--- src/design/vmt_pkg.sv ---
package vmt_pkg;

  localparam int unsigned ROOT_STEPS = 34;   // result bits of the square root
  localparam int unsigned QUO_BITS   = 33;   // quotient bits of each divider lane
  localparam int unsigned SUM_W      = 67;   // sum of four squares
  localparam int unsigned ROOT_W     = 68;   // root accumulator, holds the top trial bit
  localparam int unsigned LEN_W      = 34;
  localparam int unsigned PROD_W     = 63;
  localparam int unsigned MAG_W      = 33;

  typedef struct packed {
    logic signed [31:0] cur_x;
    logic signed [31:0] cur_y;
    logic signed [31:0] cur_z;
    logic signed [31:0] cur_w;
    logic signed [31:0] tgt_x;
    logic signed [31:0] tgt_y;
    logic signed [31:0] tgt_z;
    logic signed [31:0] tgt_w;
    logic        [30:0] max_step;
  } vmt_in_t;

  typedef struct packed {
    logic signed [31:0] new_x;
    logic signed [31:0] new_y;
    logic signed [31:0] new_z;
    logic signed [31:0] new_w;
    logic               reached;
  } vmt_out_t;

  // Square root working state.
  typedef struct packed {
    logic [SUM_W-1:0]  num;
    logic [ROOT_W-1:0] res;
  } vmt_root_t;

  // Per-item data that rides alongside the root chain.
  typedef struct packed {
    logic [3:0][31:0]       cur;
    logic [3:0][31:0]       tgt;
    logic [3:0]             neg;
    logic [30:0]            step;
    logic [3:0][PROD_W-1:0] prod;
  } vmt_side_t;

  typedef struct packed {
    logic [3:0][31:0]         cur;
    logic [3:0][31:0]         tgt;
    logic [3:0]               neg;
    logic [30:0]              step;
    logic [LEN_W-1:0]         len;
    logic [3:0][PROD_W-1:0]   rem;
    logic [3:0][QUO_BITS-1:0] quo;
  } vmt_div_t;

endpackage

--- src/design/vmt_root_stage.sv ---
module vmt_root_stage #(
  parameter int unsigned IDX = 0
) (
  input  logic               clk,
  input  logic               rst_n,
  input  logic               en,
  input  logic               in_valid,
  input  vmt_pkg::vmt_root_t in_root,
  input  vmt_pkg::vmt_side_t in_side,
  output logic               out_valid_r,
  output vmt_pkg::vmt_root_t root_r,
  output vmt_pkg::vmt_side_t side_r
);

  localparam logic [vmt_pkg::ROOT_W-1:0] TRIAL_BIT =
    vmt_pkg::ROOT_W'(1) << (2 * (vmt_pkg::ROOT_STEPS - 1 - IDX));

  logic [vmt_pkg::ROOT_W-1:0] trial;
  logic                       fits;
  vmt_pkg::vmt_root_t         root_nxt;

  always_comb begin
    trial = in_root.res + TRIAL_BIT;
    fits  = {1'b0, in_root.num} >= trial;
    if (fits) begin
      root_nxt.num = in_root.num - trial[vmt_pkg::SUM_W-1:0];
      root_nxt.res = (in_root.res >> 1) + TRIAL_BIT;
    end else begin
      root_nxt.num = in_root.num;
      root_nxt.res = in_root.res >> 1;
    end
  end

  always_ff @(posedge clk) begin
    if (!rst_n) begin
      out_valid_r <= 1'b0;
    end else if (en) begin
      out_valid_r <= in_valid;
    end
  end

  always_ff @(posedge clk) begin
    if (en) begin
      root_r <= root_nxt;
      side_r <= in_side;
    end
  end

endmodule

--- config.mk ---
export PLATFORM = sky130hd
export DESIGN_NAME = vmt_root_stage
export DESIGN_NICKNAME = d
export VERILOG_FILES = /design/src/design/vmt_pkg.sv /design/src/design/vmt_root_stage.sv
export SDC_FILE = /design/constraint.sdc
export NUM_CORES = 1
export LEC_CHECK = 0
export ABC_AREA = 1
export BUFFER_PORTS_ARGS = -buffer_cell sky130_fd_sc_hd__buf_4
export CAP_MARGIN = 25
export CORE_AREA = 2 2 524 526
export CTS_BUF_LIST = sky130_fd_sc_hd__clkbuf_4 sky130_fd_sc_hd__clkbuf_8
export CTS_CLUSTER_DIAMETER = 30
export CTS_CLUSTER_SIZE = 12
export DETAILED_ROUTE_END_ITERATION = 10
export DIE_AREA = 0 0 526 528
export PLACE_DENSITY = 0.3
export SLEW_MARGIN = 5
export SYNTH_ARGS = -nofsm -noshare
export SYNTH_HDL_FRONTEND = slang
export SYNTH_SLANG_ARGS = --single-unit
--- constraint.sdc ---
create_clock -name clk -period 3.9 [get_ports clk]
set_clock_uncertainty 0.15 [all_clocks]
set_input_delay 0.585 -clock clk [delete_from_list [all_inputs] [get_ports clk]]
set_output_delay 0.585 -clock clk [all_outputs]
set_load 0.03 [all_outputs]
# Word-level counts from Yosys, hierarchy flattened
# Cells that the tools add are included.
# op_classes
n_addsub	3
multipliers	0
div_mod_pow	0
magnitude_cmp	1
n_eq_ne	0
shift	0
mux	1
bitwise	0
reduce_logical	0
# ops
operator	count
two-way mux 135 bit	1
adder 67 x 67 -> 68 bit (second input constant)	1
adder 68 x 67 -> 68 bit (second input constant)	1
>= comparator 67 x 68 -> 1 bit	1
subtractor 67 bit	1
# totals
regBits	679
latchBits	0
ramBits	0
romBits	0
input_bits	682
output_inout_bits	679
elab_cells	23
memories	0

# Logic depth before layout (Yosys ltp)
# logic_depth
ltp_word	3
mapped_depth	19
ltp_nobuf	17

# Least setup slack after synthesis
# OpenSTA, ideal clock, no wires.
# synth_path
path_type	input port to flip-flop
from	input port in_root[68] (netlist bit)
to	register root_r[93] (netlist bit), data pin
setup_ps	252
t_arrival_ps	2402
required_ps	3498
path_slack_ps	1096
path_stages	16
n_path_buf	2
cell_sequence	inv_1 > ha_1 > inv_1 > fa_1 > nand3_1 > nand3_1 > nand4_1 > nand3_1 > nand2_1 > nand3_1 > nand2_2 > nand2_4 > buf_6 > buf_4 > nand2_1 > nand2_1
# synth_lines
element	line	rtl
start, declared	vmt_root_stage.sv:8	input vmt_pkg::vmt_root_t in_root,
end signal, assigned	vmt_root_stage.sv:44	root_r <= root_nxt;
end, declared	vmt_root_stage.sv:11	output vmt_pkg::vmt_root_t root_r,

==> run metrics <==
critical path startpoint category=input pin; first-pass GRT wire length=298,100 um; Period minus WS final=3.673 ns; relative slew slack=53.34%; Syn Inst Count=2,205; # clock sinks=679; Vias=27.48k; Cell Area, Synth=27,400 sq um; final hold vios=0; FFs w/ async S/R, synth=0%; Fin Hold WS=0.1890 ns; final setup fails=0; Yosys warnings=0; wire length per cell=28.06 um; CP Class=input pin to register; register area share after synthesis=74.37%; clock buffer depth=4; Yosys reg bits=679; final WL=236,400 um; fin cells=8,424; die area=277,700 sq um; share of post-route cells with drive strength above 1=39.52%; synthesis-to-layout area growth=102.1%; vias in the first global route=28.74k; most frequent cells in the layout=buf_4 (1,432), dlygate4sd3_1 (681), edfxtp_1 (678); actual slew at the worst max-slew pin=0.7000 ns; leakage=24.21 nW; DR iter-0 viols=1,591; crit path DAT=4.21 ns; pre-CTS WS=-0.05408 ns; Placer Congestion=0.8805; leading cell type in the layout, fill and taps excluded=buf_4; Core Rows=192; Final period util=94.17%; CP max FO=12; Util after Layout=20.33%; Max-Cap Viols=0; mean post-synth cell area=12.43 sq um; CP Capture Type=register; Die Y=528 um; Residual DRC=0; Power Total=28.64 mW; status=finished, final reports clean; Synth Flop Type=edfxtp_1; class of the worst hold path=input pin to register; Routed Antenna Nets=0; Vias/cell=3.262; number of port buffers=1,360; core area=272,400 sq um; CTS Buf Count=272; Post-synth EDFFs=678; Root Buffer=clkbuf_8; Worst Slack Setup Final=0.2274 ns; syn_nets=2,955; Cell variety after synth=30; RSZ-0062 raised after global routing=no; Boundary Pins=1,361; Starting Density=10.06%; Peak VDD IR=220.5 uV; PD cells=517.2 nW/um^2; largest net degree at the start of global routing=96; number of nets in the layout=5,339; TritonRoute pass-1 iters=5; CTS H-tree lvls=5; fmax=272.3 MHz; clock slew at reported path FFs=0.05 ns; Die Wd=526 um; HPWL after DPL=199,400 um; Skew-Pair Late Insertion Delay=0.95 ns; required time of the critical path=4.44 ns; fin. max-slew vios=0; initial antenna violation count=117; gr ovfl total=0; CTS tree=done; placed insts=7,223; gr usage total=16.36%
-- what timing repair did --
action | in CTS | in global routing
setup endpoints to repair | 0 | 1
hold endpoints to repair | 705 | 0
hold buffers | 681 | 0
resized for setup | 0 | 3
buffers inserted | 0 | 0
-- stage by stage --
stage          TNS [ns]  cell area, sq um
5_1_grt               0             55350
3_5_place_dp     -1.575             42760
4_1_cts               0             55260
6_report              0             55380
3_3_place_gp     -5.924             42760
2_1_floorplan         0             27400
-- flip-flops by register name, summed over array words and instances, names as in the netlist --
| signal | flops |
|---|---|
| side_r | 543 |
| root_r | 135 |
| out_valid_r | 1 |
-- path summary, 6_finish.rpt --
kind              slack [ns]  depth (start not counted)    startpoint           to
setup / recovery        0.23                         18   in_root[31]   root_r[68]
hold / removal          0.19                          2  in_side[320]  side_r[320]
setup reg to reg        2.50                          3   out_valid_r  out_valid_r
hold reg to reg         1.00                          3   out_valid_r  out_valid_r
-- cells in the mapped netlist (12+ instances only) --
cell type	count	area (sq um)
xor2_1	33	289.0
o21bai_1	12	90.09
o21ai_0	29	145.1
nor2_1	120	450.4
nand4_1	15	93.84
inv_1	339	1272
ha_1	67	838.3
a21oi_1	75	375.4
nand3b_1	12	90.09
nor3_1	14	70.07
nand2_1	676	2537
nand3_1	86	430.4
edfxtp_1	678	20360
-- worst max-delay path: stages --
cell and delay (ns):
dlygate4sd3_1 0.55, buf_4 0.12, inv_1 0.07, ha_1 0.45
nand2_1 0.22, nor2_1 0.15, buf_4 0.15, inv_2 0.05
nor2_2 0.14, nand2_1 0.10, nor3_2 0.32, nand2_1 0.11
nand2_1 0.07, nor2_1 0.06, nand2_4 0.22, buf_4 0.20
o21ai_0 0.07, dlygate4sd3_1 0.56
-- logic make-up after synthesis --
kind of cell             count (synthesis)  share of synthesized area [%]
AO/OA/AOI/OAI                          122                          2.392
XOR/XNOR                                35                          1.119
adder cells (fa/ha/maj)                 68                          3.132
buffers and inverters                  356                          5.041
flip-flops                             679                          74.37
AND/OR/NAND/NOR                        945                          13.95
-- area by class of cell --
class / count / area [sq um]
Fill cell: 30150 / 217000
Clock buffer: 322 / 4131
Tap cell: 3589 / 4491
Sequential cell: 679 / 20380
Inverter: 342 / 1284
Multi-Input combinational cell: 1170 / 5655
Clock inverter: 156 / 1548
Timing Repair Buffer: 2124 / 17780
Antenna cell: 42 / 105.1
-- where the power goes --
part           leakage [nW]  switching, mW  internal (mW)
Clock                  2.96           5.25           8.68
Combinational          14.6           3.64           2.04
Sequential             6.64          0.250           8.77
-- layer usage --
| layer | up-vias | track usage, % | part of all wire [%] |
|---|---|---|---|
| met2 | 1260 | 28.60 | 50 |
| met5 | - | 0 | 0.094 |
| li1 | 12350 | - | - |
| met1 | 13410 | 17.96 | 38 |
| met3 | 427 | 6.470 | 8.9 |
| met4 | 36 | 5.360 | 3.4 |
No activity file was read; power rests on OpenSTA's default activity.
