File: src/design/vmt_pkg.sv
package vmt_pkg;

  localparam int unsigned ROOT_STEPS = 34;   // result bits of the square root
  localparam int unsigned QUO_BITS   = 33;   // quotient bits of each divider lane
  localparam int unsigned SUM_W      = 67;   // sum of four squares
  localparam int unsigned ROOT_W     = 68;   // root accumulator, holds the top trial bit
  localparam int unsigned LEN_W      = 34;
  localparam int unsigned PROD_W     = 63;
  localparam int unsigned MAG_W      = 33;

  typedef struct packed {
    logic signed [31:0] cur_x;
    logic signed [31:0] cur_y;
    logic signed [31:0] cur_z;
    logic signed [31:0] cur_w;
    logic signed [31:0] tgt_x;
    logic signed [31:0] tgt_y;
    logic signed [31:0] tgt_z;
    logic signed [31:0] tgt_w;
    logic        [30:0] max_step;
  } vmt_in_t;

  typedef struct packed {
    logic signed [31:0] new_x;
    logic signed [31:0] new_y;
    logic signed [31:0] new_z;
    logic signed [31:0] new_w;
    logic               reached;
  } vmt_out_t;

  // Square root working state.
  typedef struct packed {
    logic [SUM_W-1:0]  num;
    logic [ROOT_W-1:0] res;
  } vmt_root_t;

  // Per-item data that rides alongside the root chain.
  typedef struct packed {
    logic [3:0][31:0]       cur;
    logic [3:0][31:0]       tgt;
    logic [3:0]             neg;
    logic [30:0]            step;
    logic [3:0][PROD_W-1:0] prod;
  } vmt_side_t;

  typedef struct packed {
    logic [3:0][31:0]         cur;
    logic [3:0][31:0]         tgt;
    logic [3:0]               neg;
    logic [30:0]              step;
    logic [LEN_W-1:0]         len;
    logic [3:0][PROD_W-1:0]   rem;
    logic [3:0][QUO_BITS-1:0] quo;
  } vmt_div_t;

endpackage

File: src/design/vmt_back.sv
module vmt_back (
  input  logic              clk,
  input  logic              rst_n,
  input  logic              en,
  input  logic              in_valid,
  input  vmt_pkg::vmt_div_t in_div,
  output logic              out_valid_r,
  output vmt_pkg::vmt_out_t out_r
);

  logic             reached;
  logic [3:0][31:0] res;

  always_comb begin
    reached = (in_div.len == '0) || (in_div.len <= {3'd0, in_div.step});
    for (int i = 0; i < 4; i++) begin
      if (reached) begin
        res[i] = in_div.tgt[i];
      end else if (in_div.neg[i]) begin
        res[i] = in_div.cur[i] - in_div.quo[i][31:0];
      end else begin
        res[i] = in_div.cur[i] + in_div.quo[i][31:0];
      end
    end
  end

  always_ff @(posedge clk) begin
    if (!rst_n) begin
      out_valid_r <= 1'b0;
    end else if (en) begin
      out_valid_r <= in_valid;
    end
  end

  always_ff @(posedge clk) begin
    if (en) begin
      out_r.new_x   <= res[0];
      out_r.new_y   <= res[1];
      out_r.new_z   <= res[2];
      out_r.new_w   <= res[3];
      out_r.reached <= reached;
    end
  end

endmodule

File: config.mk
export PLATFORM = sky130hd
export DESIGN_NAME = vmt_back
export DESIGN_NICKNAME = d
export VERILOG_FILES = /design/src/design/vmt_pkg.sv /design/src/design/vmt_back.sv
export SDC_FILE = /design/constraint.sdc
export NUM_CORES = 1
export LEC_CHECK = 0
export BUFFER_PORTS_ARGS = -buffer_cell sky130_fd_sc_hd__buf_2
export CORE_AREA = 2 2 325 327
export CTS_BUF_LIST = sky130_fd_sc_hd__clkbuf_2 sky130_fd_sc_hd__clkbuf_4 sky130_fd_sc_hd__clkbuf_8
export DETAILED_ROUTE_END_ITERATION = 12
export DIE_AREA = 0 0 327 329
export HOLD_SLACK_MARGIN = 0.06
export SYNTH_ARGS = -nofsm -noshare
export SYNTH_HDL_FRONTEND = slang
export SYNTH_SLANG_ARGS = --single-unit
File: constraint.sdc
create_clock -name clk -period 13.11 [get_ports clk]
set_input_delay 2.622 -clock clk [delete_from_list [all_inputs] [get_ports clk]]
set_output_delay 2.622 -clock clk [all_outputs]
set_load 0.01 [all_outputs]
# Word level (Yosys, flattened, before mapping)
# Index checks and enable logic that the tools add are counted.
# Widths: inputs -> output; s select.
# totals
elab_cells,25
out_inout_bits,130
inputBits,713
regBits,130
# op_classes
addsub,8
n_reduce_logical,2
magnitude_cmp,1
mux,8
# op_table
op,n
$mux 32,8
$add 32x32->32,4
$sub 32x32->32,4
$le 34x31->1,1
$logic_not 34->1,1
$logic_or 1x1->1,1

# Depth between registers and ports, before layout
# Gate-level depths: netlist (run 1).
# depth
word_depth,3
depth_mapped,19
ltp_nobuf,18

# Worst setup path after synthesis (run 1)
# OpenSTA, ideal clock, no wires.
# synth_path
path_kind,input -> register
start,input port in_div[8] (netlist name)
end,"register out_r[128] (netlist name), data pin"
cell_stages,15
slack_ns,6.642
setup_ns,0.263
arrival_time_ns,6.205
n_path_buf,0
t_required_ns,12.847
cell_sequence,or4_1 nor3_1 nand2_1 nor3_1 nor2_1 xnor2_1 ha_1 and3_1 nand2_1 or3_1 o21ai_1 a31oi_1 a2111oi_0 or3_1 a31oi_1
# synth_lines
item,line,rtl
start: declaration,vmt_back.sv:6,"input vmt_pkg::vmt_div_t in_div,"
end: declaration,vmt_back.sv:8,output vmt_pkg::vmt_out_t out_r

==> results.md, run 1 <==
- RSZ-0062 raised after global routing: false
- Crit path time final: 7260 ps
- Peak supply drop: 0.0697 mV
- Nets: 3262
- Pwr/cell area: 100 nW/um^2
- Standard cell core area: 104000 um^2
- Clk_lat worst skew: between 500 and 600 ps
- Highest clock rate: 138 MHz
- Post-route setup TNS: 0 ps
- Mean Syn Cell Area: 8.15 um^2
- WP data arrival: approximately 7600 ps
- Fraction of registers with async set or reset after synthesis: 0
- TritonCTS sink count: 130
- Pre-antenna DRT Iters: 5
- Distinct cells, synth: 78
- Vias in the first global route: 15200
- Worst setup SP type: input port
- CTS Hold Buffers Added: 0
- Register area share after synthesis: 0.260
- I/O Buffers: slightly below 600
- Post-synth top flop: edfxtp_1
- Multiplexer share of the synthesized area: 0.00552
- Critical Path Max Stage Delay: roughly 710 ps
- Relative slew slack: 0.300
- Placer Congestion: 0.895
- CTS resizes: 0
- Flops & latches, synth: 130
- Largest net degree at the start of global routing: ~80
- Synthesized Nets: between 2000 and 3000
- Rows: 119
- Final design utilization: 0.190
- Setup violators final: 0
- WL per Instance: 18.8 um
- Htree depth: 4
- Synthesized area: 15000 um^2
- Static Leak: ~8.7 nW
- CP dominant cell by count: a21oi_1
- Xor/xnor share of the synthesized area: 0.136
- Slew @ Worst Pin: about 1000 ps
- Area grow syn2layout: 32.9%
- CTS root buf: clkbuf_8
- CP delay by family, top: simple AND/OR/NAND/NOR gates
- Setup Fix Bufs, Post-CTS: 0
- Synth Area in Compound Gates: 0.238
- Post-DP HPWL: 61000 um
- Antenna violations before repair: 41
- Wirelength, routed: 71500 um
- Sw frac: 0.428
- Via count: 16100
- Tot GR Track Use: 0.128
- DRC violations left: 0
- Crit path buffers/inverters: 1
- Final hold violations: 0
- CTS tree: yes
- Post-synth EDFFs: 129
- First-pass GRT wire length: 99500 um
- Total number of yosys warnings: 0
- Die W: 327 um
- Crit path cell chain: buf_2 > or4_1 > nor4b_2 > nand3b_1 > nor4_2 > a21oi_1 > xnor2_1 > ha_1 > a21o_1 > a21o_1 > a21oi_1 > nor3b_1 > o311ai_0 > o21ai_0 > a21oi_1 > xnor2_1 > a21oi_1
- Final period utilization: 0.554
- Max_cap viols: 0
- Area after DPL: 19500 um^2
- Internal power: 1.14 mW
- DRT iter0 DRCs: around 1100
- Fin. max-slew vios: 0
- Setup Crit Path Kind: in2reg
- Clk pwr share: 0.192
- Final instance area: 19900 um^2
- Sequential share of power: 0.303
- TritonCTS buffer count: 17
- Layout cell share with drive strength beyond 1: 0.273
- Worst Skew: 0 ps
- CTS Buffer Depth: 2
- Simple-gate portion of the synthesized area: 0.181
- Largest family of logic cells by synthesized area: compound AO/OA/AOI/OAI gates
- Net load switching power: 0.852 mW
- ANT nets after route: 0
- Critical Path Slowest Stage Cell: nor4_2
- Pwr Total: 1.99 mW
- Critical Path End Type: flip-flop
- Worst hold path class: reg2reg
- Congestion Overflow GR: 0
- Initial core utilization: 0.143
- Comb pwr share: 0.505
- Vias/cell: 4.22
- Crit Path Max Fanout: 7
- I/O pin cnt: 843
- Die Area: around 110000 um^2
- Critical path data required time: 13400 ps
- Die H: 329 um
- Adder-Cell Fraction of Synth Area: 0.138
- Cells after synthesis: approximately 1800
- Reg clk slew, reported paths: 100 ps
- Outcome: finished clean
==> worst reg2reg max path, cell delays in order (launching register included) <==
cell     delay [ps]
dfxtp_1         350
mux2i_1          70
nor2b_1         160
==> final timing paths <==
path | endpoint | start | cells after the start | slack (ps)
max reg2reg | out_valid_r$_SDFFE_PN0P_ | out_valid_r$_SDFFE_PN0P_ | 2 | 12470
min | out_valid_r$_SDFFE_PN0P_ | out_valid_r$_SDFFE_PN0P_ | 2 | 560
min reg2reg | out_valid_r$_SDFFE_PN0P_ | out_valid_r$_SDFFE_PN0P_ | 2 | 560
max | out_r[64]$_DFFE_PP_ | in_div[70] | 17 | 5850
==> sequential cells by signal, summed over array words and instances (netlist names) <==
name and cells:
out_r 129, out_valid_r 1
==> cell families after synthesis <==
| logic type | Yosys count |
|---|---|
| simple gates | 561 |
| xor+xnor | 231 |
| buf+inv | 157 |
| mux | 8 |
| fa+ha+maj | 163 |
| compound gates | 584 |
| flops | 130 |
==> per-layer routing <==
layer	up-vias	GRT usage	share of wire
li1	7817	-	-
met1	7436	0.163	0.44
met2	667	0.191	0.42
met3	104	0.0601	0.12
met4	36	0.0395	0.023
met5	-	0	0.0030
==> synthesized netlist by cell type, types with 4 or more instances <==
master     instances  area [um^2]
a21oi_1          243         1220
nor2_1           202          758
xnor2_1          180         1580
ha_1             159         1990
edfxtp_1         129         3870
nand2_1          129          484
o21ai_0           96          480
inv_1             93          349
a21o_1            86          646
xor2_1            50          438
clkbuf_1          45          169
nor3_1            45          225
nand4_1           27          169
a31oi_1           26          163
nor4_1            24          150
nand2b_1          21          131
nand3_1           20          100
o21bai_1          20          150
o31ai_1           17          128
or3_1             17          106
a211oi_1          15          113
buf_1             14         52.6
nor2b_1           13         81.3
and3_1            12         75.1
o21a_1            11         82.6
o211ai_1           9         67.6
and2_1             8         50.1
or4_1              8         60.1
a2111oi_0          7         61.3
a41oi_1            7         61.3
a211o_1            6         52.6
a21boi_0           6         45.0
mux2i_1            6         60.1
or2_2              6         37.5
nor3b_1            5         37.5
fa_1               4         80.1
nand3b_1           4         30.0
o21ai_1            4         20.0
o311ai_0           4         35.0
==> power groups by stage <==
stage	logic (mW)	clock network (mW)	registers [mW]
after detailed placement	1.00	0	0.613
final	1.00	0.382	0.602
after global routing	1.11	0.415	0.611
after global placement	0.996	0	0.610
after floorplan	0.544	0	0.658
after CTS	1.01	0.407	0.605
==> layout by cell type, fill, tap and decap left out, drive strengths merged, types with 5 or more instances in the layout <==
cell / netlist / routed
buf: 18 / 596
nand3: 20 / 20
clkinv: 1 / 6
a31oi: 27 / 27
a41oi: 7 / 7
inv: 93 / 98
nor2: 202 / 202
or3: 18 / 18
nor3b: 5 / 5
o211ai: 9 / 9
or2: 6 / 6
or4: 10 / 10
a21oi: 243 / 243
nor3: 46 / 46
nand4: 27 / 27
and3: 12 / 12
nand2: 129 / 129
a211o: 6 / 6
a211oi: 15 / 15
nor4: 27 / 27
edfxtp: 129 / 129
a21o: 86 / 86
xor2: 50 / 50
mux2i: 6 / 6
diode: 0 / 12
a21boi: 6 / 6
o21ai: 100 / 100
and2: 9 / 9
nor2b: 13 / 13
o31ai: 17 / 17
ha: 159 / 159
a2111oi: 7 / 7
o21a: 11 / 11
o21bai: 20 / 20
nand2b: 22 / 22
xnor2: 181 / 181
clkbuf: 45 / 18
==> layout make-up <==
type | instances | area (um^2)
fillers | 11700 | 84500
multi-input cells | 1547 | 10500
flip-flops and latches | 130 | 3890
repair buffers | 596 | 3010
well taps | 1391 | 1740
inverters | 94 | 355
clock buffers | 18 | 241
clock inverters | 14 | 131
diodes | 12 | 30.0
==> through the flow <==
| step | std cells | setup slack (ps) | hold slack [ps] |
|---|---|---|---|
| 4_1_cts | 3790 | 5840 | 570 |
| 5_1_grt | 3796 | 5470 | 594 |
| 2_1_floorplan | 1834 | 6640 | 538 |
| 6_report | 3802 | 5850 | 562 |
| 3_3_place_gp | 3758 | 5220 | 500 |
| 3_5_place_dp | 3758 | 5170 | 553 |
Note: power is estimated with default switching activity, not from simulation.
==> run 2: changes to the inputs <==
==> constraint.sdc (replaced) <==
create_clock -name clk -period 6.1 [get_ports clk]
set_input_delay 1.22 -clock clk [delete_from_list [all_inputs] [get_ports clk]]
set_output_delay 1.22 -clock clk [all_outputs]
set_load 0.01 [all_outputs]
==> run 2 against run 1 <==
  * Via count about the same
  * Clock power up 140%
  * Non-clock buffer count up 30
  * Global-route usage up 0.17 points
  * Core utilization up 0.32 points
  * Critical path type unchanged
==> results.md, run 2 (synthesis results as in run 1) <==
- Congestion Overflow GR: 0 (unchanged)
- Setup Crit Path Kind: in2reg (unchanged)
- ANT nets after route: 0 (unchanged)
- Vias in the first global route: 15400 (was 15200)
- Die H: 329 um (unchanged)
- Tot GR Track Use: 0.130 (was 0.128)
- Pwr/cell area: 219 nW/um^2 (was 100 nW/um^2)
- WP data arrival: 5580 ps (was 7550 ps)
- Reg clk slew, reported paths: 110 ps (was 100 ps)
- Critical Path End Type: flip-flop (unchanged)
- Vias/cell: 4.18 (was 4.22)
- Final design utilization: 0.194 (was 0.190)
- Post-route setup TNS: 0 ps (unchanged)
- Max reg flops: 129 (unchanged)
- Final hold violations: 0 (unchanged)
- I/O Buffers: 586 (unchanged)
- Via count: 16100 (about the same)
- CTS Buffer Depth: 2 (unchanged)
- Wirelength, routed: 72500 um (was 71500 um)
- Met2 WL: 30100 um (was 29900 um)
- TritonCTS sink count: 130 (unchanged)
- Largest net degree at the start of global routing: 111 (was 78)
- Initial core utilization: 0.143 (unchanged)
- DRC violations left: 0 (unchanged)
- Most common cell after layout, fill and taps aside: buf_2 (unchanged)
- Worst Skew: 0 ps (unchanged)
- Peak supply drop: 0.150 mV (was 0.0697 mV)
- Commonest non-fill, non-tap cells in the layout: 585 x buf_2, 243 x a21oi_1, 202 x nor2_1, 180 x xnor2_1, 159 x ha_1 (unchanged)
- Fin. max-slew vios: 0 (unchanged)
- Pre-antenna DRT Iters: 5 (unchanged)
- Die Area: 108000 um^2 (unchanged)
- Final period utilization: 0.862
- Layout cell share with drive strength beyond 1: 0.282 (was 0.273)
- Placer Congestion: 0.900 (was 0.895)
- TritonCTS buffer count: 17 (unchanged)
- Worst hold path class: reg2reg (unchanged)
- Crit Path Max Fanout: 6 (was 7)
- Static Leak: 8.85 nW (was 8.66 nW)
- Antenna violations before repair: 49 (was 41)
- DRT iter0 DRCs: 1007 (was 1064)
- Met1 wire length: 30900 um (was 31300 um)
- First-pass GRT wire length: 101000 um (was 99500 um)
- Top flop regs: out_r x129, out_valid_r x1 (unchanged)
- Post-DP HPWL: 61800 um (was 61000 um)
- Critical path data required time: 6430 ps (was 13400 ps)
- Highest clock rate: 190 MHz
- WL per Instance: 18.9 um (was 18.8 um)
- Standard cell core area: 104000 um^2 (unchanged)
- RSZ-0062 raised after global routing: false (unchanged)
- Top Layer Used: met5 (unchanged)
- Rows: 119 (unchanged)
- Max_cap viols: 0 (unchanged)
- Nets: 3292 (was 3262)
- Relative slew slack: 0.332 (was 0.300)
- Clk_lat worst skew: 570 ps (about the same)
- Setup Fix Bufs, Post-CTS: 0 (unchanged)
- I/O pin cnt: 843 (unchanged)
- Outcome: finished clean (unchanged)
- Worst setup SP type: input port (unchanged)
- Largest Register: out_r (unchanged)
- WL met3: 9660 um (was 8460 um)
- Die W: 327 um (unchanged)
- Setup violators final: 0 (unchanged)
- CTS resizes: 0 (unchanged)
- Area grow syn2layout: 35.2% (was 32.9%)
- CTS Hold Buffers Added: 0 (unchanged)
- Htree depth: 4 (unchanged)
- CTS root buf: clkbuf_8 (unchanged)
- CTS tree: yes (unchanged)
- Crit path time final: 5260 ps
- Slew @ Worst Pin: 994 ps (was 1040 ps)
-- run 2: cell types whose count changed in the layout (fill, tap and decap cells not counted), moves of 2 or more --
cell        change
diode_2         +8
buf_4          +27
clkinv_2        -3
clkinvlp_4      -2
bufinv_16       +2
inv_6           +3
buf_12          +3
-- run 2: path summary, 6_finish.rpt --
path | start | end | slack [ps] | cells past startpoint
max | in_div[101] | out_r[24]$_DFFE_PP_ | 840 | 16
min | out_valid_r$_SDFFE_PN0P_ | out_valid_r$_SDFFE_PN0P_ | 540 | 2
max reg2reg | out_valid_r$_SDFFE_PN0P_ | out_valid_r$_SDFFE_PN0P_ | 5490 | 2
min reg2reg | out_valid_r$_SDFFE_PN0P_ | out_valid_r$_SDFFE_PN0P_ | 540 | 2
-- run 2: worst max-delay path: stages --
cell and delay [ps]:
buf_2 120, or4_1 650, nor4_1 500, a21oi_1 180
xnor2_1 160, ha_1 340, and2_0 340, nand3_1 120
a2111oi_0 430, a211oi_1 150, o311ai_0 490, buf_4 200
a21oi_1 90, o21ai_0 260, xnor2_1 210, a21oi_1 110
-- run 2: cell type report --
| cell class | count | area [um^2] |
|---|---|---|
| multi-input combinational | 1547 | 10500 |
| clock buffer | 17 | 234 |
| tap | 1391 | 1740 |
| fill | 11800 | 84200 |
| sequential | 130 | 3890 |
| timing repair buffer | 626 | 3280 |
| clock inverter | 15 | 194 |
| inverter | 94 | 355 |
| antenna | 20 | 50.0 |
-- run 2: per-stage QoR --
step	setup slack, ps	std cells	total power, mW	area (um^2)	hold WS [ps]
floorplan	1030	1834	2.58	15000	538
global placement	385	3788	3.50	19700	497
detailed placement	302	3788	3.52	19700	523
CTS	986	3820	4.49	20200	540
global route	635	3828	4.74	20200	606
finish	843	3840	4.42	20200	540
-- run 2: where the power goes --
part	internal (mW)	leakage, nW	switching, mW
Combinational	0.903	7.37	1.30
Clock	0.416	0.214	0.507
Sequential	1.24	1.27	0.0466
-- run 2: layer usage --
layer  GRT usage  vias up
met5           0        -
met4      0.0381       42
met3      0.0686      108
met2       0.192      722
met1       0.161     7291
li1            -     7887
