===== src/design/vmt_pkg.sv =====
package vmt_pkg;

  localparam int unsigned ROOT_STEPS = 34;   // result bits of the square root
  localparam int unsigned QUO_BITS   = 33;   // quotient bits of each divider lane
  localparam int unsigned SUM_W      = 67;   // sum of four squares
  localparam int unsigned ROOT_W     = 68;   // root accumulator, holds the top trial bit
  localparam int unsigned LEN_W      = 34;
  localparam int unsigned PROD_W     = 63;
  localparam int unsigned MAG_W      = 33;

  typedef struct packed {
    logic signed [31:0] cur_x;
    logic signed [31:0] cur_y;
    logic signed [31:0] cur_z;
    logic signed [31:0] cur_w;
    logic signed [31:0] tgt_x;
    logic signed [31:0] tgt_y;
    logic signed [31:0] tgt_z;
    logic signed [31:0] tgt_w;
    logic        [30:0] max_step;
  } vmt_in_t;

  typedef struct packed {
    logic signed [31:0] new_x;
    logic signed [31:0] new_y;
    logic signed [31:0] new_z;
    logic signed [31:0] new_w;
    logic               reached;
  } vmt_out_t;

  // Square root working state.
  typedef struct packed {
    logic [SUM_W-1:0]  num;
    logic [ROOT_W-1:0] res;
  } vmt_root_t;

  // Per-item data that rides alongside the root chain.
  typedef struct packed {
    logic [3:0][31:0]       cur;
    logic [3:0][31:0]       tgt;
    logic [3:0]             neg;
    logic [30:0]            step;
    logic [3:0][PROD_W-1:0] prod;
  } vmt_side_t;

  typedef struct packed {
    logic [3:0][31:0]         cur;
    logic [3:0][31:0]         tgt;
    logic [3:0]               neg;
    logic [30:0]              step;
    logic [LEN_W-1:0]         len;
    logic [3:0][PROD_W-1:0]   rem;
    logic [3:0][QUO_BITS-1:0] quo;
  } vmt_div_t;

endpackage


===== src/design/vmt_div_stage.sv =====
module vmt_div_stage #(
  parameter int unsigned IDX = 0
) (
  input  logic              clk,
  input  logic              rst_n,
  input  logic              en,
  input  logic              in_valid,
  input  vmt_pkg::vmt_div_t in_div,
  output logic              out_valid_r,
  output vmt_pkg::vmt_div_t div_r
);

  localparam int unsigned SHIFT = vmt_pkg::QUO_BITS - 1 - IDX;

  logic [66:0]       dvs;
  vmt_pkg::vmt_div_t div_nxt;

  always_comb begin
    dvs     = {33'd0, in_div.len} << SHIFT;
    div_nxt = in_div;
    for (int i = 0; i < 4; i++) begin
      if ({4'd0, in_div.rem[i]} >= dvs) begin
        div_nxt.rem[i]        = in_div.rem[i] - dvs[vmt_pkg::PROD_W-1:0];
        div_nxt.quo[i][SHIFT] = 1'b1;
      end
    end
  end

  always_ff @(posedge clk) begin
    if (!rst_n) begin
      out_valid_r <= 1'b0;
    end else if (en) begin
      out_valid_r <= in_valid;
    end
  end

  always_ff @(posedge clk) begin
    if (en) begin
      div_r <= div_nxt;
    end
  end

endmodule


===== config.mk =====
export PLATFORM = sky130hd
export DESIGN_NAME = vmt_div_stage
export DESIGN_NICKNAME = d
export VERILOG_FILES = /design/src/design/vmt_pkg.sv /design/src/design/vmt_div_stage.sv
export SDC_FILE = /design/constraint.sdc
export NUM_CORES = 1
export LEC_CHECK = 0
export CAP_MARGIN = 5
export CORE_AREA = 2 2 552 554
export CTS_CLUSTER_SIZE = 28
export DETAILED_ROUTE_END_ITERATION = 6
export DIE_AREA = 0 0 554 556
export DONT_BUFFER_PORTS = 1
export PLACE_DENSITY = 0.33
export SETUP_SLACK_MARGIN = 0.2
export SYNTH_ARGS = -nofsm -noshare
export SYNTH_HDL_FRONTEND = slang
export SYNTH_SLANG_ARGS = --single-unit

===== constraint.sdc =====
create_clock -name clk -period 7.5 [get_ports clk]
set_input_delay 2.25 -clock clk [delete_from_list [all_inputs] [get_ports clk]]
set_output_delay 2.25 -clock clk [all_outputs]
set_load 0.01 [all_outputs]

Yosys cells after proc, flatten, opt, wreduce, memory -nomap -nowiden
Index checks and enable logic that the tools add are counted.
{"block": "word_totals", "ff_bits": 710, "elab_cells": 36, "latchBits": 0, "mem_count": 0, "mem_bits_rw": 0, "inputBits": 713, "romBits": 0, "output_inout_bits": 710}
{"block": "op_classes", "reduce_logical": 0, "add_sub_neg": 4, "muxes": 4, "multipliers": 0, "n_lt_le_gt_ge": 4, "shifts": 0, "bitwise": 0, "n_div": 0, "n_eq_ne": 0}
{"operator": "$ge 63x66->1", "count": 4}
{"operator": "$mux 63", "count": 4}
{"operator": "$sub 63x63->63", "count": 4}

Depth between registers and ports, before layout
Gate-level depths: netlist of run 1.
{"block": "depth", "depth_word": 2, "mapped_depth": 14, "depth_no_buf": 12}

Worst setup path before layout of run 1
OpenSTA, ideal clock, no wires.
{"block": "synth_path", "kind": "input to register", "from": "input port in_div[164] (netlist name)", "to": "register div_r[170] (netlist name), data pin", "setup_ps": 260, "required_time_ps": 7240, "stages": 12, "slack_ps": 2482, "arrival_time_ps": 4758, "cell_sequence": "inv_1 ha_1 fa_1 nor2b_1 o31ai_1 a31oi_1 a22oi_1 a21oi_1 o31ai_1 a21oi_2 buf_6 mux2_2"}
{"element": "start, declared", "line": "vmt_div_stage.sv:8", "text": "input vmt_pkg::vmt_div_t in_div,"}
{"element": "end signal, assigned", "line": "vmt_div_stage.sv:39", "text": "div_r <= div_nxt;"}
{"element": "end, declared", "line": "vmt_div_stage.sv:10", "text": "output vmt_pkg::vmt_div_t div_r"}

==> results of run 1 <==
-- metal layers --
metal	part of all wire	track usage	vias up
li1	-	-	7782
met1	0.35	0.143	9283
met2	0.52	0.263	1623
met3	0.10	0.0583	630
met4	0.029	0.0215	16
met5	0.00049	0	-
-- synth_stat cells, drive strengths merged (14+ instances only) --
master  instances  area (um2)
ha            124        1550
o21a           17         129
mux2           29         327
xnor2          56         490
o31ai          16         120
buf            14         110
a21oi         123         631
o21bai         16         120
clkbuf         22        86.3
nor4           30         188
nand4          26         163
nor3           18        90.1
edfxtp        709       21300
nand3          22         110
o21ai         140         701
and3           15        93.8
nand2         153         574
nor2           54         205
nor2b          21         131
a21o           64         480
inv            66         248
nand2b         21         131
xor2           43         377
-- metrics by stage --
step	util	power, W
final	0.127	0.0112
after global routing	0.126	0.0117
after CTS	0.126	0.0114
after detailed placement	0.114	0.00621
after global placement	0.114	0.00622
after floorplan	-	0.00559
-- flip-flops by register name (all words and copies together) (netlist names) --
register and cells:
out_valid_r 1, div_r 709
-- critical path: stages --
cell	delay, ns
sky130_fd_sc_hd__inv_1	0.57
sky130_fd_sc_hd__buf_4	0.27
sky130_fd_sc_hd__ha_1	0.28
sky130_fd_sc_hd__o211ai_1	0.18
sky130_fd_sc_hd__a21oi_1	0.08
sky130_fd_sc_hd__o21ai_0	0.30
sky130_fd_sc_hd__a211oi_1	0.19
sky130_fd_sc_hd__a221o_1	0.40
sky130_fd_sc_hd__a211oi_2	0.23
sky130_fd_sc_hd__o21a_2	0.84
sky130_fd_sc_hd__a2111oi_0	0.16
sky130_fd_sc_hd__a22o_1	0.26
-- cell type report --
class	count	area, um2
Inverter	66	248
Multi-Input combinational cell	1116	7760
Fill cell	33795	264000
Antenna cell	47	118
Clock buffer	124	2700
Timing Repair Buffer	40	393
Sequential cell	710	21300
Clock inverter	60	706
Tap cell	3978	4980
-- path summary, 6_finish.rpt --
check / startpoint / endpoint / slack (ns) / cells after the start
worst max-delay path: in_div[387] / div_r[254]$_DFFE_PP_ / 1.92 / 12
worst min-delay path: out_valid_r$_SDFFE_PN0P_ / out_valid_r$_SDFFE_PN0P_ / 0.57 / 2
worst max register to register: out_valid_r$_SDFFE_PN0P_ / out_valid_r$_SDFFE_PN0P_ / 6.87 / 2
worst min register to register: out_valid_r$_SDFFE_PN0P_ / out_valid_r$_SDFFE_PN0P_ / 0.57 / 2
-- cell families after synthesis --
kind of cell,after synthesis
mux,37
fa+ha+maj,128
compound gates,450
xor+xnor,99
buf+inv,102
flops,710
simple gates,402
-- power by group through the flow --
stage | Clock, W | Sequential [W] | Combinational, W
after global routing | 0.00539 | 0.00536 | 0.000945
after CTS | 0.00528 | 0.00534 | 0.000796
after floorplan | 0 | 0.00508 | 0.000516
final | 0.00508 | 0.00532 | 0.000849
after global placement | 0 | 0.00543 | 0.000793
after detailed placement | 0 | 0.00542 | 0.000790
==> results.txt, run 1 <==
- STA puts the critical path data arrival time at 6.07 ns.
- STA puts the critical path data required time at 7.99 ns.
- Number of clock sinks: 710
- The first global-routing pass estimated 264,000 um of wire.
* Reported leakage power: 12.7 nW
* Setup repair after global routing missed its margin: no
- Measured against its own limit, the worst slew margin works out to 0.210.
- The via count of the first global-routing pass was 18,288.
* Pins over their slew limit: 0
- In the synthesized netlist the dominant register cell turns out to be sky130_fd_sc_hd__edfxtp_1.
- Clock-pin slew was measured on the worst setup and hold paths at 0.05 ns.
- The synthesized design contains 710 register bits.
* Synth Area in XOR/XNOR: 0.0294
* Depth of the CTS H-tree: 3
- Entering global routing, the biggest net connects 711 pins.
- Summed area of non-filler cells in the final layout: 38,200 um2
- Of all flip-flops after synthesis, the portion carrying an async set or reset was 0.
- The portion of synthesized area spent on multiplexers is 0.0138.
- Sequential share of power: 0.473
* Initial detailed-routing violation count: 1,570
* Post-route clock skew: 0 ns
- Mapped Nets: 2,769
- Counting tap cells, the placed design contains a total of 5,906 instances.
* Switching component of the power: 0.00315 W
- Setup-failing EPs final: 0
* Number of post-CTS setup repair buffers: 0
- Detailed-route wire length per cell: 36.5 um
- Cells after Synth: 1,928
* ANT nets after route: 0
- The first detailed-routing pass ran for 5 iterations.
- By area, the combinational part of the netlist is dominated by compound AO/OA/AOI/OAI gates.
* Share of post-route cells with drive strength above 1: 0.114
- CTS placed an instance of sky130_fd_sc_hd__clkbuf_16 at the clock tree root.
- Summed over all failing endpoints, the final setup total negative slack is 0 ns.
- Nets: 2,878
* Total Routed Length: 224,000 um
- Of the total power, combinational logic draws 0.075.
* Area fraction in and, or, nand and nor cells after synthesis: 0.0681
- Setup slack of the critical path after layout: 1.92 ns
- Number of standard cells in the layout, taps in and fillers out: 6,141
* Core area: 302,000 um2
* Type of destination of the critical path: register
* Final clock period utilization by the worst path: 0.744
- For this design the ratio of total power to cell area is 294 nW/um2.
- TritonCTS buffer count: 103
- Most common library cell in the layout ignoring fill and taps: sky130_fd_sc_hd__edfxtp_1
- The share of total power dissipated in the clock network is 0.451.
- For this run, the total global-route usage over all layers was measured as 0.139.
* Time the final worst path needs with I/O delays and setup: 5.58 ns
- Across the VDD grid, the largest voltage drop is 0.198 mV.
- The complex-gate fraction of the synthesized area was 0.0951.
* HPWL after DPL: 191,000 um
- The synthesized netlist contains 72 unique library cells.
- The worst setup path is launched from a primary input.
- For this run, design rule violations remaining after detail routing come to 0.
* Die area: 308,000 um2
- Via count of the routed design: 19,334
- The flow ran to the end, and the final reports show no timing, DRC or antenna violations.
- Minimum setup slack after placement: 1.04 ns
* Area of placed instances: 34,600 um2
- From synthesis to final layout, the design area changed by 29.7%.
* Top Ports: 1,423
* Die Width: 554 um
- For this configuration, the core starts out at a cell density of 0.0976.
* Worst hold-check path type: register to register
- The initial antenna violation count is 322.
- In this run the worst path has a maximum fanout of 59.
- Cell internal power was estimated by the tool at 0.00810 W.
- Max-cap violations in this run came to 0.
* Hold buffer count at cts: 0
* Netlist Area Pre-Place: 29,500 um2
- During synthesis, Yosys emitted a total of 0 warnings.
* Worst setup path category: primary input to register
- In the layout the commonest cells are sky130_fd_sc_hd__edfxtp_1 (709), sky130_fd_sc_hd__nand2_1 (153), sky130_fd_sc_hd__o21ai_0 (135).
- The count of final hold-check violations was 0.
- Max Clk Rate: 0.179 GHz
- Arithmetic-cell share of the synthesized area counting full adders, half adders and majority gates: 0.0554
- Total of buffers placed on input and output ports: 0
- At the pin with the least slew margin, the transition time is 1.18 ns.
* Worst hold-check slack: 0.574 ns
* Switching part of the total power: 0.280
* CTS tree: done
- The share of the Yosys chip area taken by registers is 0.723.
- The initialized floorplan defines 202 standard-cell rows.
- Clock tree buffer depth: 4
* Overflow left after global routing: 0
* Vias per std cell: 3.15
- In this run, synthesis inferred 709 flip-flops with an integrated enable.
* Clock latency reported for the late side of the worst-skew pair: 0.74 ns
- The die is 556 um tall.
- In this run, post-CTS repair resized a total of 0 instances.
- The average instance in the mapped netlist occupies 15.3 um2.
- Global placer's final weighted congestion: 0.836
(Power assumes the default switching activity.)
==> inputs of run 2 (changes only) <==
- CORE_AREA: 2 2 552 554 -> 2 2 560 562
- DIE_AREA: 0 0 554 556 -> 0 0 562 564
- clock period: 7.5 -> 5.4 ns (I/O delays scaled with it)
==> run 2 against run 1 <==
The run now ends with capacitance limit, slew limit left; flip-flop and latch count unchanged; global-route usage about the same; worst setup slack worse by 1.0 ns; sequential share of layout area down 0.89 points; die area increased by 2.9%; sequential power rose by 40%.
==> results.txt, run 2 (synthesis results as in run 1) <==
- Result of the run: complete, but fails checks (was completed)
* Failing checks: capacitance limit, slew limit
- Most used cells in the layout excluding fill and tap cells: sky130_fd_sc_hd__edfxtp_1 (709), sky130_fd_sc_hd__nand2_1 (153), sky130_fd_sc_hd__o21ai_0 (135) (unchanged)
- # DRC: 0 (unchanged)
* ANT nets after route: 0 (unchanged)
* Number of fillers in the final layout: 35,002 (was 33,795)
* Detailed-router iteration count before antenna repair: 5 (unchanged)
- The worst slew margin relative to its limit was -0.00443 (was 0.210).
* Global-route wire length before repair: 271,000 um (was 264,000 um)
- Minimum setup slack after placement: 0.0360 ns (was 1.04 ns)
* Summed area of non-filler cells in the final layout: 38,800 um2 (was 38,200 um2)
- Die area: 317,000 um2 (was 308,000 um2)
- The peak fanout along the critical path came to 25 (was 59).
- Hold Path Depth: 2 (unchanged)
* Setup crit start kind: primary input (unchanged)
* Type of destination of the critical path: register (unchanged)
- Number of global-route vias before repair: 18,572 (was 18,288)
* Crit path from: in_div[397] (was in_div[387])
- Initial Utilization: 0.0948 (was 0.0976)
- Initial detailed-routing violation count: 1,681 (was 1,570)
- The slack of the worst reg-to-reg path is 4.76 ns (was 6.87 ns).
- The CTS tree is done (unchanged).
- Most common library cell in the layout ignoring fill and taps: sky130_fd_sc_hd__edfxtp_1 (unchanged)
- The startpoint of the lowest-slack hold path is out_valid_r$_SDFFE_PN0P_ (unchanged).
- Biggest registers after layout: div_r: 709 flops, out_valid_r: 1 flops (unchanged).
- Placement row count: 205 (was 202)
* Total count of hold-check failures in the final report: 0 (unchanged)
- The number of buffers created by CTS was 103 (unchanged).
- The final core utilization came to 0.125 (was 0.127).
- Post-layout total power: 0.0156 W (was 0.0112 W)
* Post-route clock skew: 0 ns (unchanged)
- The worst reg2reg path startpoint is out_valid_r$_SDFFE_PN0P_ (unchanged).
- Depth of the CTS H-tree: 3 (unchanged)
- Post-cts gate resize count: 0 (unchanged)
- The arrival time of data at the critical path endpoint is 5.02 ns (was 6.07 ns).
* Max-cap viol count: 1 (was 0)
- Pins over their slew limit: 1 (was 0)
* Final clock period utilization by the worst path: 0.834
* Register name with the most flops: div_r (unchanged)
* Number of clock sinks: 710 (unchanged)
- Floorplan die height: 564 um (was 556 um)
* Total of buffers placed on input and output ports: 0 (unchanged)
- Time the final worst path needs with I/O delays and setup: 4.51 ns
* Reported leakage power: 12.9 nW (was 12.7 nW)
- The clock insertion delay at the later pin of the skew report was 0.78 ns (was 0.74 ns).
- Cell depth of the worst flop-to-flop path: 2 (unchanged)
- The capture point of the worst reg-to-reg path is out_valid_r$_SDFFE_PN0P_ (unchanged).
* Clock tree buffer depth: 4 (unchanged)
* Max FFs per register: 709 (unchanged)
* Combined global-route utilization of all metal layers: 0.139 (about the same)
- The pin slew with the least headroom to its limit is 1.49 ns (was 1.18 ns).
- Die Width: 562 um (was 554 um)
- Global placer's final weighted congestion: 0.858 (was 0.836)
* Nets: 2,917 (was 2,878)
* Syn-to-layout area delta: 31.8% (was 29.7%)
- The total power density per cell area is 402 nW/um2 (was 294 nW/um2).
- Setup repair after global routing missed its margin: no (unchanged).
* Core area: 311,000 um2 (was 302,000 um2)
* Maximum number of pins on one net before global-route repair: 93 (was 711)
- Data required time at the worst endpoint: 5.92 ns (was 7.99 ns)
- CTS root buf: sky130_fd_sc_hd__clkbuf_16 (unchanged)
- The final-report setup violation count came to 0 (unchanged).
- Total Routed Length: 231,000 um (was 224,000 um)
* Initial antenna violation count: 299 (was 322)
- Worst setup path category: primary input to register (unchanged)
- The number of buffers inserted by hold repair at cts is 0 (unchanged).
- The final worst slack came to 0.895 ns (was 1.92 ns).
- The aggregate global routing overflow came to 0 (unchanged).
* Clock transition at the registers of the reported paths: 0.06 ns (was 0.05 ns)
- Detailed-route wire length per cell: 36.3 um (was 36.5 um)
* Number of post-CTS setup repair buffers: 0 (unchanged)
* Area of placed instances: 35,300 um2 (was 34,600 um2)
- The layout cell share with drive strength beyond 1 is 0.133 (was 0.114).
- The worst hold-check path type is register to register (unchanged).
- Sink of the worst hold path: out_valid_r$_SDFFE_PN0P_ (unchanged)
- Timing would allow up to 0.222 GHz.
- Vias per std cell: 3.06 (was 3.15)
* Via count of the routed design: 19,425 (was 19,334)
- The number of ports placed on the die boundary was 1,423 (unchanged).
- The detailed placer's ending HPWL is 201,000 um (was 191,000 um).
- The peak supply drop came to 0.232 mV (was 0.198 mV).
-- run 2: cell count changes in the layout (fill, tap and decap cells not counted), sizes merged --
cell      delta
clkbuf       -4
inv          +4
clkinv       +6
diode        +6
buf         +39
bufinv       -1
clkinvlp     -2
-- run 2: power breakdown --
group | internal, W | switching (W)
logic | 0.000433 | 0.000798
clock network | 0.00414 | 0.00282
registers | 0.00662 | 0.000813
total | 0.0112 | 0.00443
-- run 2: how the worst max path moves through the flow --
stage / cells after the start / endpoint
floorplan: 12 / div_r[170]$_DFFE_PP_
global placement: 8 / div_r[171]$_DFFE_PP_
detailed placement: 11 / div_r[303]$_DFFE_PP_
CTS: 10 / div_r[303]$_DFFE_PP_
global route: 11 / div_r[303]$_DFFE_PP_
finish: 10 / div_r[303]$_DFFE_PP_
-- run 2: final cells by class --
| type | count | area, um2 | area share |
|---|---|---|---|
| Multi-Input combinational cell | 1116 | 7770 | 0.200 |
| Clock inverter | 67 | 764 | 0.0197 |
| Timing Repair Buffer | 79 | 787 | 0.0203 |
| Clock buffer | 120 | 2640 | 0.0680 |
| Inverter | 66 | 248 | 0.00638 |
| Tap cell | 4140 | 5180 | 0.133 |
| Antenna cell | 53 | 133 | 0.00342 |
| Sequential cell | 710 | 21300 | 0.549 |
-- run 2: routing by layer --
metal,part of all wire,global-route usage,routed length (um),up-vias
met4,0.028,0.0213,6470,20
met1,0.33,0.135,75600,9343
li1,-,-,-,7872
met5,0.00070,0,161,-
met2,0.53,0.267,122000,1586
met3,0.11,0.0668,26300,604
-- run 2: critical path, stage by stage --
cell	delay [ns]
sky130_fd_sc_hd__inv_1	0.22
sky130_fd_sc_hd__buf_4	0.27
sky130_fd_sc_hd__ha_1	0.40
sky130_fd_sc_hd__and4_1	0.32
sky130_fd_sc_hd__nand4_1	0.13
sky130_fd_sc_hd__o211a_1	0.29
sky130_fd_sc_hd__o31ai_1	0.73
sky130_fd_sc_hd__a31oi_4	0.31
sky130_fd_sc_hd__buf_4	0.32
sky130_fd_sc_hd__o21ai_0	0.39
-- run 2: per-stage QoR --
step | setup TNS, ns | std cells | hold WS, ns
after floorplan | 0 | 1928 | 0.538
after global placement | -15.81 | 6108 | 0.562
after detailed placement | 0 | 6111 | 0.569
after CTS | 0 | 6298 | 0.578
after global routing | 0 | 6313 | 0.635
final | 0 | 6351 | 0.574
==> inputs of run 3 (changes only) <==
- CORE_AREA: 2 2 560 562 -> 2 2 555 557
- DIE_AREA: 0 0 562 564 -> 0 0 557 559
- clock period: 5.4 -> 3.7 ns (I/O delays scaled with it)
==> run 3 against run 2 <==
The run now ends clean; non-clock buffer count rose by 285; final cell count up 3.4%; sequential power grew 45%; critical path depth increased by 3; register-to-register slack got worse by 1.7 ns; worst setup slack got worse by 0.63 ns; first-iteration DRC count shrank 22%; utilization rose by 1.1 points; total power up 45%; via count grew 2.7%; wire length decreased by 3.4%.
==> results.txt, run 3 (synthesis results as in run 1) <==
- Result of the run: completed (was complete, but fails checks).
* Top delay family on crit path: compound AO/OA/AOI/OAI gates (unchanged)
- The CTS tree was done (unchanged).
- The slowest cell on the critical path is sky130_fd_sc_hd__o311ai_1 (was sky130_fd_sc_hd__o31ai_1).
* Top Ports: 1,423 (unchanged)
- Minimum setup slack after placement: -0.619 ns (was 0.0360 ns)
- Global-route wire length before repair: 266,000 um (was 271,000 um)
- The total area of sequential cells came to 21,300 um2 (unchanged).
- The data required time of the worst path is 4.21 ns (was 5.92 ns).
- Clock latency reported for the late side of the worst-skew pair: 0.77 ns (was 0.78 ns)
- The fill cell total of the finished layout is 34,072 (was 35,002).
* Type of destination of the critical path: register (unchanged)
* Total of buffers placed on input and output ports: 0 (unchanged)
- Nets: 3,200 (was 2,917)
- Initial antenna violation count: 297 (was 299)
- The via count of the first global-routing pass came to 19,597 (was 18,572).
- The final core utilization is 0.136 (was 0.125).
- The pin count of the biggest net entering global routing came to 182 (was 93).
- Setup repair after global routing missed its margin: yes (was no).
- The maximum clock skew at final layout is 0 ns (unchanged).
- Floorplan die height: 559 um (was 564 um)
* Max FFs per register: 709 (unchanged)
- The number of clock sinks was 710 (unchanged).
* Final clock period utilization by the worst path: 0.928
- The most flop-heavy register was div_r (unchanged).
* Overflow left after global routing: 0 (unchanged)
* Reported leakage power: 14.4 nW (was 12.9 nW)
* Post-layout total power: 0.0227 W (was 0.0156 W)
* Setup slack of the critical path after layout: 0.267 ns (was 0.895 ns)
* Tightest Pin Transition: 1.37 ns (was 1.49 ns)
* Detailed-router iteration count before antenna repair: 5 (unchanged)
- The initial standard-cell utilization of the core came to 0.0966 (was 0.0948).
* Biggest registers after layout: div_r: 709 flops, out_valid_r: 1 flops (unchanged)
- The buffer levels on the longest clock path came to 4 (unchanged).
- Buffer and inverter count on the worst path: 3 (unchanged)
- The detailed placer's ending HPWL came to 194,000 um (was 201,000 um).
- Worst hold-check path type: primary input to register (was register to register)
* Worst path arrival time: 3.94 ns (was 5.02 ns)
- The layout cell share with drive strength beyond 1 came to 0.244 (was 0.133).
* Number of post-CTS setup repair buffers: 0 (unchanged)
- Power Dens Cells: 548 nW/um2 (was 402 nW/um2)
- The most common cell after layout, fill and taps aside is sky130_fd_sc_hd__edfxtp_1 (unchanged).
- Placed Cells: 6,356 (was 6,111)
* Total area of multi-input combinational cells: 8030 um2 (was 7770 um2)
- # DRC: 0 (unchanged)
- The number of pins with negative max-slew slack in the final report came to 0 (was 1).
- Total Routed Length: 223,000 um (was 231,000 um)
* TritonCTS buffer count: 101 (was 103)
- The peak supply drop came to 0.319 mV (was 0.232 mV).
- Subtracting the final worst setup slack from the clock period gives 3.43 ns.
* Max Clk Rate: 0.291 GHz
- Initial detailed-routing violation count: 1,316 (was 1,681)
- Total count of hold-check failures in the final report: 0 (unchanged)
- The worst slew margin relative to its limit is 0.0885 (was -0.00443).
- ANT nets after route: 0 (unchanged)
* Max-cap viol count: 0 (was 1)
* Setup crit start kind: primary input (unchanged)
- Clock transition at the registers of the reported paths: 0.06 ns (about the same)
- CTS root buf: sky130_fd_sc_hd__clkbuf_16 (unchanged)
- The final-report setup violation count came to 0 (unchanged).
- Detailed-route wire length per cell: 33.9 um (was 36.3 um)
- Combined global-route utilization of all metal layers: 0.137 (was 0.139)
- Most used cells in the layout excluding fill and tap cells: sky130_fd_sc_hd__edfxtp_1 (709), sky130_fd_sc_hd__buf_4 (319), sky130_fd_sc_hd__nand2_1 (153) (was sky130_fd_sc_hd__edfxtp_1 (709), sky130_fd_sc_hd__nand2_1 (153), sky130_fd_sc_hd__o21ai_0 (135)).
- List of cells traversed by the critical path: inv_1, buf_12, buf_12, ha_1, nand3_1, o21bai_1, a21oi_1, o311ai_1, a31oi_1, a21oi_1, o21ai_1, o21a_1, o31ai_1 (was inv_1, buf_4, ha_1, and4_1, nand4_1, o211a_1, o31ai_1, a31oi_4, buf_4, o21ai_0).
- Worst setup path category: primary input to register (unchanged)
- Highest net fanout along the worst path: 4 (was 25)
- The final cell count without fillers is 6,570 (was 6,351).
* Core area: 305,000 um2 (was 311,000 um2)
* Vias per std cell: 3.04 (was 3.06)
- The post-cts repair resize count was 0 (unchanged).
- Global placer's final weighted congestion: 0.852 (was 0.858)
- Die Width: 557 um (was 562 um)
- Placement row count: 203 (was 205)
- Via count of the routed design: 19,947 (was 19,425)
* Syn-to-layout area delta: 40.3% (was 31.8%)
- The number of buffers inserted by hold repair at cts came to 0 (unchanged).
- The worst stage delay on the critical path is 0.42 ns (was 0.73 ns).
- The die area came to 311,000 um2 (was 317,000 um2).
* Depth of the CTS H-tree: 3 (unchanged)
-- run 3: cell count changes in the layout (fill, tap and decap cells not counted), sizes merged --
cell | previous run | this run
inv | 78 | 73
bufinv | 13 | 8
diode | 53 | 35
buf | 79 | 364
clkinvlp | 6 | 8
clkbuf | 120 | 118
clkinv | 36 | 38
-- run 3: metrics by stage --
stage / hold WS, ns / cell area (um2) / TNS (ns)
finish: 0.376 / 41300 / 0
global route: 0.312 / 41300 / 0
CTS: 0.289 / 41200 / 0
detailed placement: 0.586 / 38000 / -37.23
global placement: 0.562 / 38000 / -47.42
floorplan: 0.538 / 29800 / 0
-- run 3: per-layer routing --
layer / track usage / wire length, um / vias to the layer above
li1: - / - / 8397
met5: 0 / 55 / -
met4: 0.0234 / 6570 / 8
met1: 0.131 / 71900 / 9399
met3: 0.0595 / 23600 / 642
met2: 0.269 / 121000 / 1501
-- run 3: worst paths after layout --
| kind | depth (start not counted) | to | slack (ns) | start |
|---|---|---|---|---|
| min | 0 | div_r[557]$_DFFE_PP_ | 0.38 | in_div[557] |
| min reg2reg | 2 | out_valid_r$_SDFFE_PN0P_ | 0.59 | out_valid_r$_SDFFE_PN0P_ |
| max | 13 | div_r[378]$_DFFE_PP_ | 0.27 | in_div[386] |
| max reg2reg | 2 | out_valid_r$_SDFFE_PN0P_ | 3.05 | out_valid_r$_SDFFE_PN0P_ |
-- run 3: final cells by class --
type	count	area share
repair buffers	364	0.0805
inverters	66	0.00639
clock buffers	118	0.0637
well taps	4100	0.124
clock inverters	61	0.0134
flip-flops and latches	710	0.516
diodes	35	0.00212
multi-input cells	1116	0.194
-- run 3: worst register-to-register path: cells and delay by family (launching register included) --
| kind | cells | cell delay [ns] |
|---|---|---|
| flops | 1 | 0.34 |
| mux | 1 | 0.15 |
| simple gates | 1 | 0.06 |
-- run 3: power by group --
part / leakage (nW) / switching (W) / internal [W]
Clock: 1.55 / 0.00403 / 0.00564
Combinational: 5.90 / 0.00124 / 0.000992
Sequential: 6.95 / 0.00110 / 0.00966
